[src/hw/rtl/h2df_pkg.sv]
`timescale 1ns / 1ps
// ----------------------------------------------------------------------------
// h2df_pkg
// Shared types, codes and the connection preface table for the deframer.
// ----------------------------------------------------------------------------
package h2df_pkg;

    localparam int PREFACE_LEN = 24;
    localparam int PRIO_LEN    = 5;
    localparam int HDR_LEN     = 9;

    localparam logic [23:0] MAX_FRAME_LEN_RESET = 24'd131063;

    // result kinds
    localparam logic [2:0] KIND_HDR_BLOCK = 3'd0;
    localparam logic [2:0] KIND_BODY      = 3'd1;
    localparam logic [2:0] KIND_END       = 3'd2;
    localparam logic [2:0] KIND_RESET     = 3'd3;
    localparam logic [2:0] KIND_OVERSIZE  = 3'd4;
    localparam logic [2:0] KIND_PAD_ERR   = 3'd5;

    // frame types
    localparam logic [7:0] FT_DATA         = 8'h00;
    localparam logic [7:0] FT_HEADERS      = 8'h01;
    localparam logic [7:0] FT_RST_STREAM   = 8'h03;
    localparam logic [7:0] FT_CONTINUATION = 8'h09;

    // flag bit positions
    localparam int FLAG_END_STREAM = 0;
    localparam int FLAG_PADDED     = 3;
    localparam int FLAG_PRIORITY   = 5;

    // configuration register indexes
    localparam logic REG_EXPECT_PREFACE = 1'b0;
    localparam logic REG_MAX_FRAME_LEN  = 1'b1;

    typedef enum logic [5:0] {
        PH_HEADER = 6'b000001,
        PH_PADLEN = 6'b000010,
        PH_PRIO   = 6'b000100,
        PH_BODY   = 6'b001000,
        PH_PAD    = 6'b010000,
        PH_SKIP   = 6'b100000
    } phase_t;

    typedef enum logic [4:0] {
        ST_IDLE    = 5'b00001,
        ST_TAIL    = 5'b00010,
        ST_REPLAY  = 5'b00100,
        ST_REPLAY2 = 5'b01000,
        ST_FLUSH   = 5'b10000
    } ctrl_state_t;

    typedef struct packed {
        logic [2:0]  kind;
        logic [30:0] stream_id;
        logic [7:0]  payload_byte;
    } result_t;

    typedef struct packed {
        logic accept;
        logic parse;
        logic use_in;
        logic out_r0;
        logic out_pend;
        logic pend_load;
        logic hold_push;
        logic hold_src_pend;
        logic flush;
    } cmd_t;

    typedef struct packed {
        logic       pre_consume;
        logic       pre_replay;
        logic [1:0] res_cnt;
        logic       rep_final;
        logic       rep_over;
        logic       out_free;
        logic       hold_valid;
    } status_t;

    function automatic logic [7:0] preface_byte(input logic [4:0] idx);
        logic [7:0] b;
        case (idx)
            5'd0:    b = 8'h50;
            5'd1:    b = 8'h52;
            5'd2:    b = 8'h49;
            5'd3:    b = 8'h20;
            5'd4:    b = 8'h2a;
            5'd5:    b = 8'h20;
            5'd6:    b = 8'h48;
            5'd7:    b = 8'h54;
            5'd8:    b = 8'h54;
            5'd9:    b = 8'h50;
            5'd10:   b = 8'h2f;
            5'd11:   b = 8'h32;
            5'd12:   b = 8'h2e;
            5'd13:   b = 8'h30;
            5'd14:   b = 8'h0d;
            5'd15:   b = 8'h0a;
            5'd16:   b = 8'h0d;
            5'd17:   b = 8'h0a;
            5'd18:   b = 8'h53;
            5'd19:   b = 8'h4d;
            5'd20:   b = 8'h0d;
            5'd21:   b = 8'h0a;
            5'd22:   b = 8'h0d;
            5'd23:   b = 8'h0a;
            default: b = 8'h00;
        endcase
        return b;
    endfunction

endpackage

[src/hw/rtl/h2df_datapath.sv]
`timescale 1ns / 1ps
// ----------------------------------------------------------------------------
// h2df_datapath
// Config registers, preface matcher, frame parser state, replay source,
// and the pending, hold and output result registers.
// ----------------------------------------------------------------------------
module h2df_datapath (
    input  logic                clk,
    input  logic                rst_n,
    input  logic                cfg_valid,
    input  logic                cfg_index,
    input  logic [23:0]         cfg_data,
    input  logic [7:0]          s_tdata,
    input  h2df_pkg::cmd_t      cmd,
    output h2df_pkg::status_t   st,
    input  logic                m_tready,
    output logic                m_tvalid,
    output logic [39:0]         m_tdata,   // stream_id, payload_byte, zero pad
    output logic [2:0]          m_tuser,   // kind
    output logic                m_tlast
);

    logic              expect_reg;
    logic [23:0]       max_len_reg;

    h2df_pkg::phase_t  phase_reg, phase_next;
    logic [3:0]        hcnt_reg, hcnt_next;
    logic [23:0]       flen_reg, flen_next;
    logic [7:0]        fkind_reg, fkind_next;
    logic [7:0]        fflags_reg, fflags_next;
    logic [30:0]       sid_reg, sid_next;
    logic [23:0]       bleft_reg, bleft_next;
    logic [7:0]        pad_reg, pad_next;
    logic [2:0]        prio_reg, prio_next;

    logic [4:0]        pm_reg;
    logic              pdone_reg;
    logic [7:0]        byte_reg;
    logic [4:0]        idx_reg;
    logic [4:0]        rep_len_reg;

    h2df_pkg::result_t pend_reg;
    h2df_pkg::result_t hold_reg;
    logic              hold_valid_reg;
    h2df_pkg::result_t out_reg;
    logic              out_last_reg;
    logic              out_valid_reg;

    logic [7:0]        pb;
    logic              rep_final;
    logic              pre_match;
    logic              out_free;
    logic              out_load;

    logic [23:0]       fl_t;
    logic [30:0]       sid_t;
    logic [23:0]       bl1;
    logic              known_kind;
    logic              padded;
    logic              prio;
    logic [2:0]        need;
    logic              e_first;
    logic [2:0]        e_kind;
    logic [7:0]        e_byte;
    logic              e_end;
    h2df_pkg::result_t r0;
    h2df_pkg::result_t r1;

    function automatic h2df_pkg::phase_t np_phase(
        input logic [23:0] bl,
        input logic [2:0]  pr,
        input logic [7:0]  pd
    );
        h2df_pkg::phase_t p;
        if (bl == 24'd0)
            p = h2df_pkg::PH_HEADER;
        else if (pr != 3'd0)
            p = h2df_pkg::PH_PRIO;
        else if (bl > {16'd0, pd})
            p = h2df_pkg::PH_BODY;
        else
            p = h2df_pkg::PH_PAD;
        return p;
    endfunction

    function automatic logic end_ok(input logic [7:0] k, input logic [7:0] f);
        return f[h2df_pkg::FLAG_END_STREAM] &&
            (k == h2df_pkg::FT_DATA || k == h2df_pkg::FT_HEADERS ||
             k == h2df_pkg::FT_CONTINUATION);
    endfunction

    function automatic h2df_pkg::phase_t skip_phase(input logic [23:0] n);
        return (n != 24'd0) ? h2df_pkg::PH_SKIP : h2df_pkg::PH_HEADER;
    endfunction

    // byte source and preface match
    assign rep_final = (idx_reg == rep_len_reg);
    assign pb        = cmd.use_in ? s_tdata :
                       (rep_final ? byte_reg : h2df_pkg::preface_byte(idx_reg));
    assign pre_match = expect_reg && (s_tdata == h2df_pkg::preface_byte(pm_reg));
    assign out_free  = !out_valid_reg || m_tready;

    // frame parser, one byte
    always_comb
    begin
        phase_next  = phase_reg;
        hcnt_next   = hcnt_reg;
        flen_next   = flen_reg;
        fkind_next  = fkind_reg;
        fflags_next = fflags_reg;
        sid_next    = sid_reg;
        bleft_next  = bleft_reg;
        pad_next    = pad_reg;
        prio_next   = prio_reg;
        e_first     = 1'b0;
        e_kind      = h2df_pkg::KIND_HDR_BLOCK;
        e_byte      = 8'd0;
        e_end       = 1'b0;
        fl_t        = flen_reg;
        sid_t       = sid_reg;
        bl1         = bleft_reg - 24'd1;
        known_kind  = 1'b0;
        padded      = 1'b0;
        prio        = 1'b0;
        need        = 3'd0;
        case (phase_reg)
            h2df_pkg::PH_HEADER:
            begin
                if (hcnt_reg == 4'd0)
                begin
                    fl_t  = 24'd0;
                    sid_t = 31'd0;
                end
                flen_next = fl_t;
                sid_next  = sid_t;
                if (hcnt_reg < 4'd3)
                    flen_next = {fl_t[15:0], pb};
                if (hcnt_reg == 4'd3)
                    fkind_next = pb;
                if (hcnt_reg == 4'd4)
                    fflags_next = pb;
                if (hcnt_reg == 4'd5)
                    sid_next = {24'd0, pb[6:0]};
                else if (hcnt_reg > 4'd5)
                    sid_next = {sid_t[22:0], pb};
                if (hcnt_reg != 4'(h2df_pkg::HDR_LEN - 1))
                    hcnt_next = hcnt_reg + 4'd1;
                else
                begin
                    hcnt_next  = 4'd0;
                    known_kind = (fkind_next == h2df_pkg::FT_DATA) ||
                                 (fkind_next == h2df_pkg::FT_HEADERS) ||
                                 (fkind_next == h2df_pkg::FT_RST_STREAM) ||
                                 (fkind_next == h2df_pkg::FT_CONTINUATION);
                    padded = ((fkind_next == h2df_pkg::FT_DATA) ||
                              (fkind_next == h2df_pkg::FT_HEADERS)) &&
                             fflags_next[h2df_pkg::FLAG_PADDED];
                    prio   = (fkind_next == h2df_pkg::FT_HEADERS) &&
                             fflags_next[h2df_pkg::FLAG_PRIORITY];
                    need   = {2'd0, padded} + (prio ? 3'(h2df_pkg::PRIO_LEN) : 3'd0);
                    bleft_next = flen_next;
                    pad_next   = 8'd0;
                    prio_next  = 3'd0;
                    if (flen_next > max_len_reg)
                    begin
                        e_first    = 1'b1;
                        e_kind     = h2df_pkg::KIND_OVERSIZE;
                        phase_next = skip_phase(flen_next);
                    end
                    else if (sid_next == 31'd0 || !known_kind)
                        phase_next = skip_phase(flen_next);
                    else if (fkind_next == h2df_pkg::FT_RST_STREAM)
                    begin
                        e_first    = 1'b1;
                        e_kind     = h2df_pkg::KIND_RESET;
                        phase_next = skip_phase(flen_next);
                    end
                    else if (flen_next < {21'd0, need})
                    begin
                        e_first    = 1'b1;
                        e_kind     = h2df_pkg::KIND_PAD_ERR;
                        phase_next = skip_phase(flen_next);
                    end
                    else
                    begin
                        prio_next = prio ? 3'(h2df_pkg::PRIO_LEN) : 3'd0;
                        if (flen_next == 24'd0)
                        begin
                            e_end      = end_ok(fkind_next, fflags_next);
                            phase_next = h2df_pkg::PH_HEADER;
                        end
                        else if (padded)
                            phase_next = h2df_pkg::PH_PADLEN;
                        else
                            phase_next = np_phase(flen_next, prio_next, 8'd0);
                    end
                end
            end
            h2df_pkg::PH_PADLEN:
            begin
                bleft_next = bl1;
                if ({16'd0, pb} > (bl1 - {21'd0, prio_reg}))
                begin
                    e_first    = 1'b1;
                    e_kind     = h2df_pkg::KIND_PAD_ERR;
                    pad_next   = 8'd0;
                    prio_next  = 3'd0;
                    phase_next = skip_phase(bl1);
                end
                else
                begin
                    pad_next   = pb;
                    phase_next = np_phase(bl1, prio_reg, pb);
                    e_end      = (bl1 == 24'd0) && end_ok(fkind_reg, fflags_reg);
                end
            end
            h2df_pkg::PH_PRIO:
            begin
                bleft_next = bl1;
                prio_next  = prio_reg - 3'd1;
                phase_next = np_phase(bl1, prio_next, pad_reg);
                e_end      = (bl1 == 24'd0) && end_ok(fkind_reg, fflags_reg);
            end
            h2df_pkg::PH_BODY:
            begin
                bleft_next = bl1;
                e_first    = 1'b1;
                e_kind     = (fkind_reg == h2df_pkg::FT_DATA) ?
                             h2df_pkg::KIND_BODY : h2df_pkg::KIND_HDR_BLOCK;
                e_byte     = pb;
                phase_next = np_phase(bl1, prio_reg, pad_reg);
                e_end      = (bl1 == 24'd0) && end_ok(fkind_reg, fflags_reg);
            end
            h2df_pkg::PH_PAD:
            begin
                bleft_next = bl1;
                pad_next   = (pad_reg != 8'd0) ? pad_reg - 8'd1 : 8'd0;
                phase_next = np_phase(bl1, prio_reg, pad_next);
                e_end      = (bl1 == 24'd0) && end_ok(fkind_reg, fflags_reg);
            end
            h2df_pkg::PH_SKIP:
            begin
                bleft_next = (bleft_reg != 24'd0) ? bl1 : 24'd0;
                if (bleft_next == 24'd0)
                    phase_next = h2df_pkg::PH_HEADER;
            end
            default:
            begin
                phase_next = h2df_pkg::PH_HEADER;
            end
        endcase
    end

    assign r0 = e_first ? '{kind: e_kind, stream_id: sid_next, payload_byte: e_byte} :
                          '{kind: h2df_pkg::KIND_END, stream_id: sid_next, payload_byte: 8'd0};
    assign r1 = '{kind: h2df_pkg::KIND_END, stream_id: sid_next, payload_byte: 8'd0};

    assign st.pre_consume = !pdone_reg && pre_match;
    assign st.pre_replay  = !pdone_reg && !pre_match && (pm_reg != 5'd0);
    assign st.res_cnt     = {1'b0, e_first} + {1'b0, e_end};
    assign st.rep_final   = rep_final;
    assign st.rep_over    = (idx_reg > rep_len_reg);
    assign st.out_free    = out_free;
    assign st.hold_valid  = hold_valid_reg;

    assign out_load = cmd.out_r0 || cmd.out_pend || cmd.flush ||
                      (cmd.hold_push && hold_valid_reg);

    // config registers
    always_ff @(posedge clk or negedge rst_n)
    begin
        if (!rst_n)
        begin
            expect_reg  <= 1'b1;
            max_len_reg <= h2df_pkg::MAX_FRAME_LEN_RESET;
        end
        else if (cfg_valid)
        begin
            case (cfg_index)
                h2df_pkg::REG_EXPECT_PREFACE: expect_reg  <= cfg_data[0];
                h2df_pkg::REG_MAX_FRAME_LEN:  max_len_reg <= cfg_data;
                default:                      expect_reg  <= expect_reg;
            endcase
        end
    end

    // parser state
    always_ff @(posedge clk or negedge rst_n)
    begin
        if (!rst_n)
        begin
            phase_reg  <= h2df_pkg::PH_HEADER;
            hcnt_reg   <= 4'd0;
            flen_reg   <= 24'd0;
            fkind_reg  <= 8'd0;
            fflags_reg <= 8'd0;
            sid_reg    <= 31'd0;
            bleft_reg  <= 24'd0;
            pad_reg    <= 8'd0;
            prio_reg   <= 3'd0;
        end
        else if (cmd.parse)
        begin
            phase_reg  <= phase_next;
            hcnt_reg   <= hcnt_next;
            flen_reg   <= flen_next;
            fkind_reg  <= fkind_next;
            fflags_reg <= fflags_next;
            sid_reg    <= sid_next;
            bleft_reg  <= bleft_next;
            pad_reg    <= pad_next;
            prio_reg   <= prio_next;
        end
    end

    // preface matcher and replay source
    always_ff @(posedge clk or negedge rst_n)
    begin
        if (!rst_n)
        begin
            pm_reg      <= 5'd0;
            pdone_reg   <= 1'b0;
            idx_reg     <= 5'd0;
            rep_len_reg <= 5'd0;
        end
        else
        begin
            if (cmd.accept && !pdone_reg)
            begin
                if (pre_match)
                begin
                    if (pm_reg == 5'(h2df_pkg::PREFACE_LEN - 1))
                    begin
                        pdone_reg <= 1'b1;
                        pm_reg    <= 5'd0;
                    end
                    else
                        pm_reg <= pm_reg + 5'd1;
                end
                else
                begin
                    pdone_reg   <= 1'b1;
                    pm_reg      <= 5'd0;
                    rep_len_reg <= pm_reg;
                    idx_reg     <= 5'd0;
                end
            end
            else if (cmd.parse && !cmd.use_in)
                idx_reg <= idx_reg + 5'd1;
        end
    end

    always_ff @(posedge clk)
    begin
        if (cmd.accept)
            byte_reg <= s_tdata;
        if (cmd.pend_load)
            pend_reg <= r1;
        if (cmd.hold_push)
            hold_reg <= cmd.hold_src_pend ? pend_reg : r0;
        if (cmd.out_r0)
        begin
            out_reg      <= r0;
            out_last_reg <= (st.res_cnt == 2'd1);
        end
        else if (cmd.out_pend)
        begin
            out_reg      <= pend_reg;
            out_last_reg <= 1'b1;
        end
        else if (cmd.flush)
        begin
            out_reg      <= hold_reg;
            out_last_reg <= 1'b1;
        end
        else if (cmd.hold_push && hold_valid_reg)
        begin
            out_reg      <= hold_reg;
            out_last_reg <= 1'b0;
        end
    end

    always_ff @(posedge clk or negedge rst_n)
    begin
        if (!rst_n)
        begin
            hold_valid_reg <= 1'b0;
            out_valid_reg  <= 1'b0;
        end
        else
        begin
            if (cmd.hold_push)
                hold_valid_reg <= 1'b1;
            else if (cmd.flush)
                hold_valid_reg <= 1'b0;
            out_valid_reg <= out_load || (out_valid_reg && !m_tready);
        end
    end

    assign m_tvalid = out_valid_reg;
    assign m_tdata  = {1'b0, out_reg.payload_byte, out_reg.stream_id};
    assign m_tuser  = out_reg.kind;
    assign m_tlast  = out_last_reg;

endmodule

[src/hw/rtl/h2df_ctrl.sv]
`timescale 1ns / 1ps
// ----------------------------------------------------------------------------
// h2df_ctrl
// Sequencer: direct byte parsing, preface replay, and result ordering.
// ----------------------------------------------------------------------------
module h2df_ctrl (
    input  logic                clk,
    input  logic                rst_n,
    input  logic                s_tvalid,
    output logic                s_tready,
    input  h2df_pkg::status_t   st,
    output h2df_pkg::cmd_t      cmd
);

    h2df_pkg::ctrl_state_t state_reg, state_next;
    logic                  can_push;

    assign can_push = !st.hold_valid || st.out_free;
    assign s_tready = (state_reg == h2df_pkg::ST_IDLE) && st.out_free;

    always_comb
    begin
        state_next = state_reg;
        cmd        = '0;
        cmd.use_in = (state_reg == h2df_pkg::ST_IDLE);
        case (state_reg)
            h2df_pkg::ST_IDLE:
            begin
                if (s_tvalid && s_tready)
                begin
                    cmd.accept = 1'b1;
                    if (st.pre_replay)
                        state_next = h2df_pkg::ST_REPLAY;
                    else if (!st.pre_consume)
                    begin
                        cmd.parse  = 1'b1;
                        cmd.out_r0 = (st.res_cnt != 2'd0);
                        if (st.res_cnt == 2'd2)
                        begin
                            cmd.pend_load = 1'b1;
                            state_next    = h2df_pkg::ST_TAIL;
                        end
                    end
                end
            end
            h2df_pkg::ST_TAIL:
            begin
                if (st.out_free)
                begin
                    cmd.out_pend = 1'b1;
                    state_next   = h2df_pkg::ST_IDLE;
                end
            end
            h2df_pkg::ST_REPLAY:
            begin
                if (can_push)
                begin
                    cmd.parse     = 1'b1;
                    cmd.hold_push = (st.res_cnt != 2'd0);
                    if (st.res_cnt == 2'd2)
                    begin
                        cmd.pend_load = 1'b1;
                        state_next    = h2df_pkg::ST_REPLAY2;
                    end
                    else if (st.rep_final)
                        state_next = h2df_pkg::ST_FLUSH;
                end
            end
            h2df_pkg::ST_REPLAY2:
            begin
                if (can_push)
                begin
                    cmd.hold_push     = 1'b1;
                    cmd.hold_src_pend = 1'b1;
                    state_next        = st.rep_over ? h2df_pkg::ST_FLUSH
                                                    : h2df_pkg::ST_REPLAY;
                end
            end
            h2df_pkg::ST_FLUSH:
            begin
                if (!st.hold_valid)
                    state_next = h2df_pkg::ST_IDLE;
                else if (st.out_free)
                begin
                    cmd.flush  = 1'b1;
                    state_next = h2df_pkg::ST_IDLE;
                end
            end
            default:
            begin
                state_next = h2df_pkg::ST_IDLE;
            end
        endcase
    end

    always_ff @(posedge clk or negedge rst_n)
    begin
        if (!rst_n)
            state_reg <= h2df_pkg::ST_IDLE;
        else
            state_reg <= state_next;
    end

    // hold slot always drained before a new request is taken
    a_idle_hold_empty: assert property (@(posedge clk) disable iff (!rst_n)
        (state_reg == h2df_pkg::ST_IDLE) |-> !st.hold_valid)
        else $error("hold slot occupied while idle");

    // a stalled result is never overwritten
    a_no_overwrite: assert property (@(posedge clk) disable iff (!rst_n)
        !st.out_free |-> !(cmd.out_r0 || cmd.out_pend || cmd.flush ||
                           (cmd.hold_push && st.hold_valid)))
        else $error("output register overwritten while stalled");

    // replay never runs past the held input byte
    a_replay_bound: assert property (@(posedge clk) disable iff (!rst_n)
        (state_reg == h2df_pkg::ST_REPLAY) |-> !st.rep_over)
        else $error("replay index beyond held byte");

    // two results per parsed byte only from the body byte path; tail is entered from idle, not replay
    a_tail_from_idle: assert property (@(posedge clk) disable iff (!rst_n)
        (state_reg == h2df_pkg::ST_TAIL) |-> $past(state_reg) == h2df_pkg::ST_IDLE ||
                                             $past(state_reg) == h2df_pkg::ST_TAIL)
        else $error("tail state entered from replay");

endmodule

[src/hw/rtl/http2_frame_deframer.sv]
`timescale 1ns / 1ps
// ----------------------------------------------------------------------------
// http2_frame_deframer
// HTTP/2 byte stream deframer: strips the client preface, parses frame
// headers and passes header-block and body bytes with stream events.
// ----------------------------------------------------------------------------
//  channel   dir  handshake            contents
//  s_*       in   s_tvalid/s_tready    tdata: raw connection byte
//  m_*       out  m_tvalid/m_tready    tdata: stream_id, payload_byte; tuser: kind
//  cfg_*     in   cfg_valid/cfg_ready  cfg_index, cfg_data
//
//  one byte per cycle while the output register is free; a byte that yields
//  a content byte plus stream end sends the stream end after it through the
//  single output register; a preface mismatch replays the held preface bytes
//  through the parser, one per cycle while the output can take results
//  reset restores config defaults and re-arms the preface check
//  m_tready low holds the output register and stops input acceptance
// ----------------------------------------------------------------------------
module http2_frame_deframer (
    input  logic        clk,
    input  logic        rst_n,
    input  logic        s_tvalid,
    output logic        s_tready,
    input  logic [7:0]  s_tdata,    // data_byte
    output logic        m_tvalid,
    input  logic        m_tready,
    output logic [39:0] m_tdata,    // stream_id[30:0], payload_byte[38:31], zero
    output logic [2:0]  m_tuser,    // kind
    output logic        m_tlast,
    input  logic        cfg_valid,
    output logic        cfg_ready,
    input  logic        cfg_index,
    input  logic [23:0] cfg_data
);

    h2df_pkg::cmd_t    cmd;
    h2df_pkg::status_t st;

    assign cfg_ready = 1'b1;

    h2df_ctrl u_ctrl (
        .clk      (clk),
        .rst_n    (rst_n),
        .s_tvalid (s_tvalid),
        .s_tready (s_tready),
        .st       (st),
        .cmd      (cmd)
    );

    h2df_datapath u_datapath (
        .clk       (clk),
        .rst_n     (rst_n),
        .cfg_valid (cfg_valid),
        .cfg_index (cfg_index),
        .cfg_data  (cfg_data),
        .s_tdata   (s_tdata),
        .cmd       (cmd),
        .st        (st),
        .m_tready  (m_tready),
        .m_tvalid  (m_tvalid),
        .m_tdata   (m_tdata),
        .m_tuser   (m_tuser),
        .m_tlast   (m_tlast)
    );

endmodule
[config.mk]
export PLATFORM = sky130hd
export DESIGN_NAME = http2_frame_deframer
export DESIGN_NICKNAME = d
export VERILOG_FILES = /design/src/hw/rtl/h2df_pkg.sv /design/src/hw/rtl/h2df_datapath.sv /design/src/hw/rtl/h2df_ctrl.sv /design/src/hw/rtl/http2_frame_deframer.sv
export SDC_FILE = /design/constraint.sdc
export NUM_CORES = 1
export LEC_CHECK = 0
export BUFFER_PORTS_ARGS = -buffer_cell sky130_fd_sc_hd__buf_2
export CAP_MARGIN = 20
export CORE_AREA = 2 2 165 167
export DETAILED_ROUTE_END_ITERATION = 8
export DIE_AREA = 0 0 167 169
export PLACE_DENSITY = 0.9
export SYNTH_ARGS = -nofsm -noshare
export SYNTH_HDL_FRONTEND = slang
export SYNTH_SLANG_ARGS = --single-unit
[constraint.sdc]
create_clock -name clk -period 15.5 [get_ports clk]
set_clock_uncertainty 0.05 [all_clocks]
set_input_delay 1.55 -clock clk [delete_from_list [all_inputs] [get_ports clk]]
set_output_delay 1.55 -clock clk [all_outputs]
set_load 0.03 [all_outputs]
== After elaboration in Yosys (flattened, before gate mapping) ==
Memory sizes are Yosys's and may differ from the RTL's.
Cells that the tools add are included.

* Register bits after elaboration: 283
* Memory bits (read-only): 448
* Bits of input ports: 38
* Word-level logic and storage cells: 289
* Memories kept: 2

{| class="wikitable"
|+ Memory list
! name !! depth !! width !! rd ports !! clocked after memory_dff !! wr ports !! line !! RTL
|-
| (no name shown) || 32 || 7 || 1 || 0 || 0 || h2df_pkg.sv:84 || <nowiki>case (idx)</nowiki>
|-
| (no name shown) || 32 || 7 || 1 || 0 || 0 || h2df_pkg.sv:84 ||
|}

* Add/sub/neg operators: 9
* Magnitude comparators: 10
* Equal/unequal tests: 36
* Multiplexer cells: 133
* Bitwise logic cells: 2
* Reduce and logical (&&, ||, !) cells: 70

{| class="wikitable"
|+ Operators with widths
! operator !! count
|-
| 42-bit two-way mux || 5
|-
| 31-bit two-way mux || 5
|-
| 6-bit two-way mux || 21
|-
| 24-bit two-way mux || 5
|-
| 5-bit two-way mux || 21
|-
| 24-bit by 8-bit greater-than comparator with 1-bit output || 3
|-
| 24-bit zero test || 3
|-
| 24-bit case mux with 3 select lines || 1
|-
| 24-bit nonzero test || 3
|-
| 8-bit two-way mux || 8
|-
| 1-bit two-way mux || 39
|-
| 3-bit two-way mux || 13
|-
| 39-bit two-way mux || 1
|-
| 6-bit case mux with 6 select lines || 1
|-
| 31-bit zero test || 1
|-
| 5-bit case mux with 5 select lines || 1
|-
| 24-bit by 1-bit greater-than comparator with 1-bit output (second input constant) || 1
|-
| 24-bit greater-than comparator || 1
|-
| 8-bit by 24-bit greater-than comparator with 1-bit output || 1
|-
| 24-bit by 3-bit < comparator with 1-bit output || 1
|-
| 8-bit case mux with 3 select lines || 1
|-
| 24-bit by 1-bit subtractor with 24-bit output (second input constant) || 1
|-
| 24-bit by 3-bit subtractor with 24-bit output || 1
|-
| 3-bit case mux with 3 select lines || 2
|-
| 55 further kinds || 120
|}

== Depth between registers and ports, before layout ==
Gate-level depths: netlist of the first run.

* Word-level depth: 26
* Gate-level depth with buffers: 30

== By module ==
From an unflattened synthesis of the first run, not the netlist that was laid out.

* Cells, all modules: 1930
* Area, all modules: 17902.2 µm²

{| class="wikitable"
|+ By module, submodules not included
! module !! instances !! cells each !! area an instance (µm²)
|-
| h2df_datapath || 1 || 1859 || 17319.1
|-
| h2df_ctrl || 1 || 69 || 571.8
|-
| http2_frame_deframer || 1 || 2 || 11.3
|}

== Least setup slack after synthesis of the first run ==
Ideal clock, no wire load.

* Path kind: reg-to-reg
* From: register u_datapath.bleft_reg[0]
* To: register u_datapath.out_reg, in the netlist u_datapath.m_tdata[0] (enable)
* Arrival: 9.329 ns
* Required time: 15.042 ns
* Path slack: 5.713 ns
* Cell stages (with the launch flop): 26
* Period minus slack after synthesis: 9.787 ns
* Path through: dfrtp_1 inv_1 ha_1 buf_2 xor2_1 ha_1 a21oi_1 nand2_1 or2_2 nor3_1 xnor2_1 ha_1 nand4_1 o22ai_1 nor3_1 nand3_1 nor4_1 o311ai_0 or4_1 buf_4 o21ai_2 inv_1 ha_1 o21ai_0 o21ai_0 nand3_1

{| class="wikitable"
|+ RTL lines
! what !! line !! RTL
|-
| start, declared || h2df_datapath.sv:32 || <nowiki>logic [23:0] bleft_reg, bleft_next;</nowiki>
|-
| start signal, assigned || h2df_datapath.sv:310 || <nowiki>bleft_reg <= bleft_next;</nowiki>
|-
| end signal, assigned || h2df_datapath.sv:363 || <nowiki>out_reg <= r0;</nowiki>
|-
| end signal, assigned || h2df_datapath.sv:368 || <nowiki>out_reg <= pend_reg;</nowiki>
|-
| end signal, assigned || h2df_datapath.sv:373 || <nowiki>out_reg <= hold_reg;</nowiki>
|-
| end, declared || h2df_datapath.sv:45 || <nowiki>h2df_pkg::result_t out_reg;</nowiki>
|}

== Worst setup path after layout of the first run ==
* From: register u_datapath.idx_reg[2]
* To: register u_datapath.out_reg, in the netlist u_datapath.m_tdata[4] (enable)

* Longest elaborated chain between the ends: 23
* Elaborated cells on any way between the ends: 58

{| class="wikitable"
|+ Ends and longest elaborated chain
! what !! line !! RTL
|-
| start, declared || h2df_datapath.sv:39 || <nowiki>logic [4:0] idx_reg;</nowiki>
|-
| start signal, assigned || h2df_datapath.sv:349 || <nowiki>idx_reg <= idx_reg + 5'd1;</nowiki>
|-
| memory 32 x 7 bit / 5-bit equality test (equally long branches) || - ||
|-
| 8-bit two-way mux (*) || h2df_datapath.sv:99 || <nowiki>(rep_final ? byte_reg : h2df_pkg::preface_byte(idx_reg));</nowiki>
|-
| 8-bit two-way mux (*) || h2df_datapath.sv:98 || <nowiki>assign pb = cmd.use_in ? s_tdata :</nowiki>
|-
| 8-bit two-way mux || h2df_datapath.sv:138 || <nowiki>if (hcnt_reg == 4'd3)</nowiki>
|-
| 8-bit two-way mux || h2df_datapath.sv:126 || <nowiki>case (phase_reg)</nowiki>
|-
| 8-bit by 1-bit equality test with 1-bit output / 8-bit zero test (equally long branches) || - ||
|-
| 1-bit logical AND / 1-bit logical OR (equally long branches) || - ||
|-
| 3-bit two-way mux, or another cell as far along || h2df_datapath.sv:160 || <nowiki>need = {2'd0, padded} + (prio ? 3'(h2df_pkg::PRIO_LEN) : 3'd0);</nowiki>
|-
| [... 7 more ...] || - ||
|-
| 1-bit case mux with 3 select lines || h2df_datapath.sv:126 ||
|-
| 1-bit by 1-bit adder with 2-bit output (*) || h2df_datapath.sv:260 || <nowiki>assign st.res_cnt = {1'b0, e_first} + {1'b0, e_end};</nowiki>
|-
| 2-bit nonzero test (*) || h2df_ctrl.sv:37, h2df_ctrl.sv:59 ||
|-
| 1-bit two-way mux || h2df_ctrl.sv:34 || <nowiki>else if (!st.pre_consume)</nowiki>
|-
| 1-bit two-way mux || h2df_ctrl.sv:32 || <nowiki>if (st.pre_replay)</nowiki>
|-
| 1-bit two-way mux || h2df_ctrl.sv:29 || <nowiki>if (s_tvalid && s_tready)</nowiki>
|-
| 1-bit two-way mux || h2df_ctrl.sv:26 || <nowiki>case (state_reg)</nowiki>
|-
| 4-bit nonzero test (no source line) (*) || - ||
|-
| end signal, assigned || h2df_datapath.sv:368 ||
|-
| end signal, assigned || h2df_datapath.sv:373 ||
|-
| end signal, assigned || h2df_datapath.sv:378 || <nowiki>out_reg <= hold_reg;</nowiki>
|}

Mark *: on every way between the ends. The rest lies on a longest branch, timed or not. The select of a mux whose other input is x is not followed.
A chain may end at the register's enable or synchronous reset.

==> qor.yml, run 1 <==
run_status:
  status: "completed"
synthesis:
  yosysTopAreaCellShare_pct: 21.26
  yosysSeqAreaShare_pct: 44.12
  avgSynthCellArea_um2: 9.703
  synth_top_cell_by_area: "edfxtp_1"
  ys_async_sr_fraction_pct: 56.18
  synth_edf_count: 124
  ys_top_cells_by_area: "edfxtp_1, dfrtp_1, ha_1"
  syn-cell-area_mm2: 0.01751
  syn_inst: 1805
  syn-num-nets: 1944
  synth_seq_cells: 283
  ys.flop_type: "dfrtp_1"
  synth_warnings: 0
  synthDistinctLibCells: 87
timing:
  slew_headroom_pct: 25.12
  rsz0062_at_grt: "no"
  fin_tns_setup_ns: 0
  fmax_ghz: 0.1325
  tightest_slew_ns: 1.111
  fin_ws_ns: 7.952
  layout_min_cycle_time_ns: 7.548
  slew_violations: 0
  hold_viol: 0
  period_share_pct: 48.70
  hold_ws_ns: 0.4424
  setup_viol: 0
pwr:
  seq_power_share_pct: 30.8
  p_sw_share_pct: 44.02
  p_leak_nw: 8.303
  p_comb_share_pct: 49.3
  p_int_mw: 1.998
  vdd_drop_max_v: 0.0001643
  clkPwrFrac_pct: 20.0
  power.density_mw_per_mm2: 186.0
  p_switching_mw: 1.571
global_routing:
  grt_pass1_wl_mm: 76.79
  grt_overflow: 0
  grt_max_degree: 86
  antenna_found_initial: 0
  grt_usage_pct: 33.34
  grt_pass1_vias: 14480
critical_path:
  worstPathMaxFanout: 85
  cp.required_ns: 15.70
  critPathLaunchType: "flip-flop"
  crit_arrival_ns: 7.74
  path_class: "flip-flop to flip-flop"
  endpoint_kind: "flip-flop"
floorplan:
  initial_core_util_pct: 66.09
  die_area_mm2: 0.02822
  rows: 60
  fp.dieW_um: 167
  core_mm2: 0.02650
  dieHeight_um: 169
  num_io_pins: 85
clock_network:
  insertion_delay_ns: 0.56
  clk_pin_slew_ns: 0.06
  post_cts_buffers: 0
  cts_resized: 0
  cts_inserted_buffers: 29
  cts_buffer_depth: 3
  hold_buffers: 0
  cts.sinks: 283
  cts_tree: "yes"
  cts_root_buffer: "clkbuf_16"
  cts-htree-levels: 1
placement:
  portBuffers: 82
  gp_congestion: 1.004
  preCtsSetupSlack_ns: 7.422
  placed_area_mm2: 0.01815
  dp.final_hpwl_mm: 33.08
drt:
  drt-initial-drc-count: 1988
  ant_nets: 0
  drt_first_pass_iters: 6
  vias: 15070
  viasPerCell: 6.823
  drt-wirelength-per-cell_um: 21.52
  wirelength_mm: 47.54
  drc: 0
finish:
  layout_common_cells: "nand2_1, dfrtp_1, nor2_1, o21ai_0, edfxtp_1"
  n_antenna_cell: 0
  areaGrowthSynthToFinish_pct: 9.574
  postLayoutCellArea_mm2: 0.01919
  largest_register_ffs: 42
  final_layout_size_suffix_gt1_share_pct: 16.06
  utilization_pct: 72.41
  layout_commonest_cell: "nand2_1"
  fin_nets: 1984
worst_hold_path:
  hold_class: "flip-flop to flip-flop"
flow_run:
  maxCapViolations: 0
[through the flow]
| stage | power [mW] | cells |
|---|---|---|
| after floorplan | 2.294 | 1805 |
| after global placement | 2.714 | 2151 |
| after detailed placement | 2.780 | 2151 |
| after CTS | 3.503 | 2205 |
| after global routing | 3.781 | 2209 |
| final | 3.569 | 2209 |
[final timing paths]
kind                                                startpoint  cells after the start  slack [ns]                                      to
max                          u_datapath.idx_reg[2]$_DFFE_PN0P_                     21        7.95         u_datapath.m_tdata[4]$_DFFE_PP_
min                        u_datapath.flen_reg[16]$_DFFE_PN0P_                      2        0.44     u_datapath.flen_reg[16]$_DFFE_PN0P_
max reg2reg                  u_datapath.idx_reg[2]$_DFFE_PN0P_                     21        7.95         u_datapath.m_tdata[4]$_DFFE_PP_
min reg2reg                u_datapath.flen_reg[16]$_DFFE_PN0P_                      2        0.44     u_datapath.flen_reg[16]$_DFFE_PN0P_
max in group asynchronous                                rst_n                      3       13.18         u_ctrl.state_reg[0]$_DFFE_PN1P_
min in group asynchronous                                rst_n                      1        0.98  u_datapath.max_len_reg[17]$_DFFE_PN0P_
[synthesized netlist by cell type (all sizes together), types with 47 or more instances]
cell	n
inv	105
nand2	152
ha	100
mux2	92
o21ai	131
nand3	47
nor3	47
clkbuf	81
a21oi	123
nor2	129
dfrtp	140
edfxtp	124
[power groups by stage]
stage	logic [mW]	clock network [mW]	registers, mW
after floorplan	1.26	0	1.03
after global placement	1.62	0	1.09
after detailed placement	1.68	0	1.10
after CTS	1.70	0.717	1.09
after global routing	1.93	0.745	1.11
final	1.76	0.712	1.10
[kinds of logic (layout without fill, tap and decap cells)]
logic type	after synthesis	in the layout	share of synthesized area (%)
DFF	283	283	44.12
adders and majority gates	101	101	7.259
xor gates and xnor gates	29	29	1.450
AOI/OAI and AO/OA	486	486	18.04
buffers and inverters	209	272	4.687
and+or+nand+nor	566	566	16.37
other	2	2	0.04288
muxes	129	129	8.030
[per-layer routing]
| layer | vias up | part of all wire, % | routed length (um) | global-route usage, % |
|---|---|---|---|---|
| met5 | - | 0 | 0 | 0 |
| met4 | 0 | 4.5 | 2144 | 13.91 |
| met3 | 179 | 9.2 | 4380 | 5.097 |
| met2 | 918 | 47 | 22520 | 55.02 |
| met1 | 7201 | 39 | 18490 | 44.39 |
| li1 | 6774 | - | - | - |
[cell type report]
cell class / instances / area (um2)
flip-flops and latches: 283 / 7726
inverters: 105 / 394.1
clock inverters: 16 / 182.7
multi-input cells: 1313 / 8984
clock buffers: 38 / 789.5
fillers: 1867 / 7311
repair buffers: 113 / 686.9
well taps: 341 / 426.7
[worst max-delay path: stages (launching register included)]
cell and delay [ns]:
dfrtp_1 0.60, ha_1 0.41, nand3_1 0.26, nor2_1 0.48
nor2_1 0.11, a21o_1 0.34, o21ai_0 0.79, ha_1 0.39
o21ai_0 0.09, nor2_1 0.06, o21a_1 0.16, o21ai_0 0.20
a31oi_1 0.12, o22ai_1 0.43, nor4b_1 0.59, nand3_1 0.22
o41a_1 0.18, ha_1 0.25, or3_2 0.47, buf_4 0.38
nand3_2 0.33, buf_12 0.26
Power figures use the tool's default switching activity.
==> run 2: changes to the inputs <==
ABC_AREA = 1   (was unset)
CORE_AREA = 2 2 184 186   (was 2 2 165 167)
DIE_AREA = 0 0 186 188   (was 0 0 167 169)
PLACE_DENSITY = 0.82   (was 0.9)
clock period = 6.88 ns   (was 15.5 ns; I/O delays follow)
==> qor.yml, run 2 <==
run_status:
  status: "completed"
global_routing:
  grt_use_met2_pct: 48.37
  grt_pass1_vias: 16550
  grt_pass1_wl_mm: 82.59
  grt.met3_usage_pct: 3.263
  grt_usage_pct: 29.21
  grtUsageMet1_pct: 39.15
  grt.busiest_layer: "met2"
  antenna_found_initial: 0
  grt_overflow: 0
  grt_max_degree: 94
timing:
  tightest_slew_ns: 1.013
  layout_min_cycle_time_ns: 6.184
  setup_viol: 0
  slew_headroom_pct: 32.27
  hold_viol: 0
  fin_tns_setup_ns: 0
  period_share_pct: 89.88
  fmax_ghz: 0.1617
  rsz0062_at_grt: "no"
  slew_violations: 0
critical_path:
  endpoint_kind: "flip-flop"
  cp.required_ns: 7.27
  critPathLaunchType: "flip-flop"
  worstPathMaxFanout: 65
  crit_arrival_ns: 6.57
  slowest_delay_ns: 0.50
  slowest_stage: "dfrtp_1"
  path_class: "flip-flop to flip-flop"
drt:
  drc: 0
  wirelength_mm: 50.45
  ant_nets: 0
  vias: 17260
  drt_first_pass_iters: 6
  drt-wirelength-per-cell_um: 16.81
  viasPerCell: 5.750
  drt-initial-drc-count: 1698
clock_network:
  insertion_delay_ns: 0.61
  cts_root_buffer: "clkbuf_16"
  cts_inserted_buffers: 30
  cts_tree: "yes"
  cts-htree-levels: 1
  cts.sinks: 283
  clk_pin_slew_ns: 0.06
  hold_buffers: 0
  cts_buffer_depth: 3
  cts_resized: 0
  post_cts_buffers: 0
floorplan:
  core_mm2: 0.03311
  num_io_pins: 85
  initial_core_util_pct: 56.13
  dieHeight_um: 188
  fp.dieW_um: 186
  rows: 67
  die_area_mm2: 0.03497
synthesis:
  synth_edf_count: 124
  synth_warnings: 0
  synth_seq_cells: 283
  syn-num-nets: 2607
  synthTopCellsByCount: "nand2_1, inv_1, nor2_1, o21ai_0, dfrtp_1"
  yosysSeqAreaShare_pct: 41.57
  yosysMostFrequentCell: "nand2_1"
  synthDistinctLibCells: 67
  synth_top_cell_by_area: "edfxtp_1"
  yosysTopAreaCellShare_pct: 20.03
  syn_inst: 2468
  ys.flop_type: "dfrtp_1"
  avgSynthCellArea_um2: 7.532
  ys_async_sr_fraction_pct: 56.18
  syn-cell-area_mm2: 0.01859
  ys_top_cells_by_area: "edfxtp_1, dfrtp_1, nand2_1"
finish:
  areaGrowthSynthToFinish_pct: 10.55
  n_antenna_cell: 0
  largest_register_ffs: 42
  layout_common_cells: "nand2_1, inv_1, nor2_1, o21ai_0, dfrtp_1"
  utilization_pct: 62.06
  final_layout_size_suffix_gt1_share_pct: 11.75
  fin_nets: 2670
  layout_commonest_cell: "nand2_1"
  fill_cells: 2804
pwr:
  p_leak_nw: 9.725
  vdd_drop_max_v: 0.0002846
  power.density_mw_per_mm2: 443.4
flow_run:
  maxCapViolations: 0
placement:
  portBuffers: 82
  dp.final_hpwl_mm: 36.59
  gp_congestion: 0.9388
worst_hold_path:
  hold_class: "primary input to async pin"
[run 2: changes by cell type after synthesis, sizes merged, moves of 37 or more]
cell   change
a31oi     +42
o21ai     +69
inv      +180
mux2      -92
nand3     +89
a22o      -42
mux2i     -37
nand2    +576
a21oi     -45
nor2     +174
[run 2: metrics by stage]
step	total power, mW	cells	setup WS, ns	area (um2)	hold slack (ns)
floorplan	6.021	2468	0.2038	18600	0.3424
global placement	7.129	2946	1.009	19490	0.4129
detailed placement	7.281	2946	0.7302	19490	0.4229
CTS	9.021	3001	0.7476	20530	0.1723
global route	9.822	3002	0.03937	20550	0.2269
finish	9.112	3002	0.6961	20550	0.1628
[run 2: report_power, final]
part	leakage, nW	internal (mW)	switching (mW)	total, mW
sequential	3.12	2.17	0.262	2.43
combinational	6.10	1.54	3.45	4.98
clock	0.506	0.991	0.708	1.70
total	9.73	4.70	4.41	9.11
[run 2: final cells by class]
type                       instances  area [um2]  area share, %
tap                              448       560.5          2.728
sequential                       283        7726          37.60
multi-input combinational       1815        9463          46.05
timing repair buffer             112       679.4          3.306
clock inverter                    23       275.3          1.340
inverter                         289        1087          5.291
clock buffer                      32       758.2          3.690
[run 2: layer usage]
metal	vias to the layer above	share of wire (%)
met4	0	4.1
li1	8291	-
met3	145	7.0
met2	774	47
met5	-	0
met1	8050	42
[run 2: worst paths after layout]
| path | start | to | slack [ns] | cells past startpoint |
|---|---|---|---|---|
| setup / recovery | u_datapath.bleft_reg[0]$_DFFE_PN0P_ | u_datapath.m_tdata[11]$_DFFE_PP_ | 0.70 | 35 |
| hold / removal | rst_n | u_datapath.max_len_reg[17]$_DFFE_PN0P_ | 0.16 | 1 |
| setup reg to reg | u_datapath.bleft_reg[0]$_DFFE_PN0P_ | u_datapath.m_tdata[11]$_DFFE_PP_ | 0.70 | 35 |
| hold reg to reg | u_datapath.flen_reg[14]$_DFFE_PN0P_ | u_datapath.flen_reg[14]$_DFFE_PN0P_ | 0.43 | 2 |
| max in group asynchronous | rst_n | u_datapath.flen_reg[13]$_DFFE_PN0P_ | 5.17 | 2 |
| min in group clk | cfg_valid | u_datapath.expect_reg$_DFFE_PN1P_ | 0.25 | 2 |
[run 2: kinds of logic after synthesis]
logic type                 after synthesis  synth area share (%)
and+or+nand+nor                       1266                 29.78
AOI/OAI and AO/OA                      424                 12.90
buffers and inverters                  370                 7.802
DFF                                    283                 41.57
adders and majority gates              101                 6.839
xor gates and xnor gates                22                 1.077
other                                    2               0.04040
[run 2: worst max-delay path: cells and delay by family, from the launching register on]
kind | cells | cell delay [ns]
flops | 1 | 0.50
simple gates | 21 | 2.53
fa+ha+maj | 4 | 1.23
compound gates | 4 | 0.61
xor+xnor | 1 | 0.26
buf+inv | 5 | 0.85
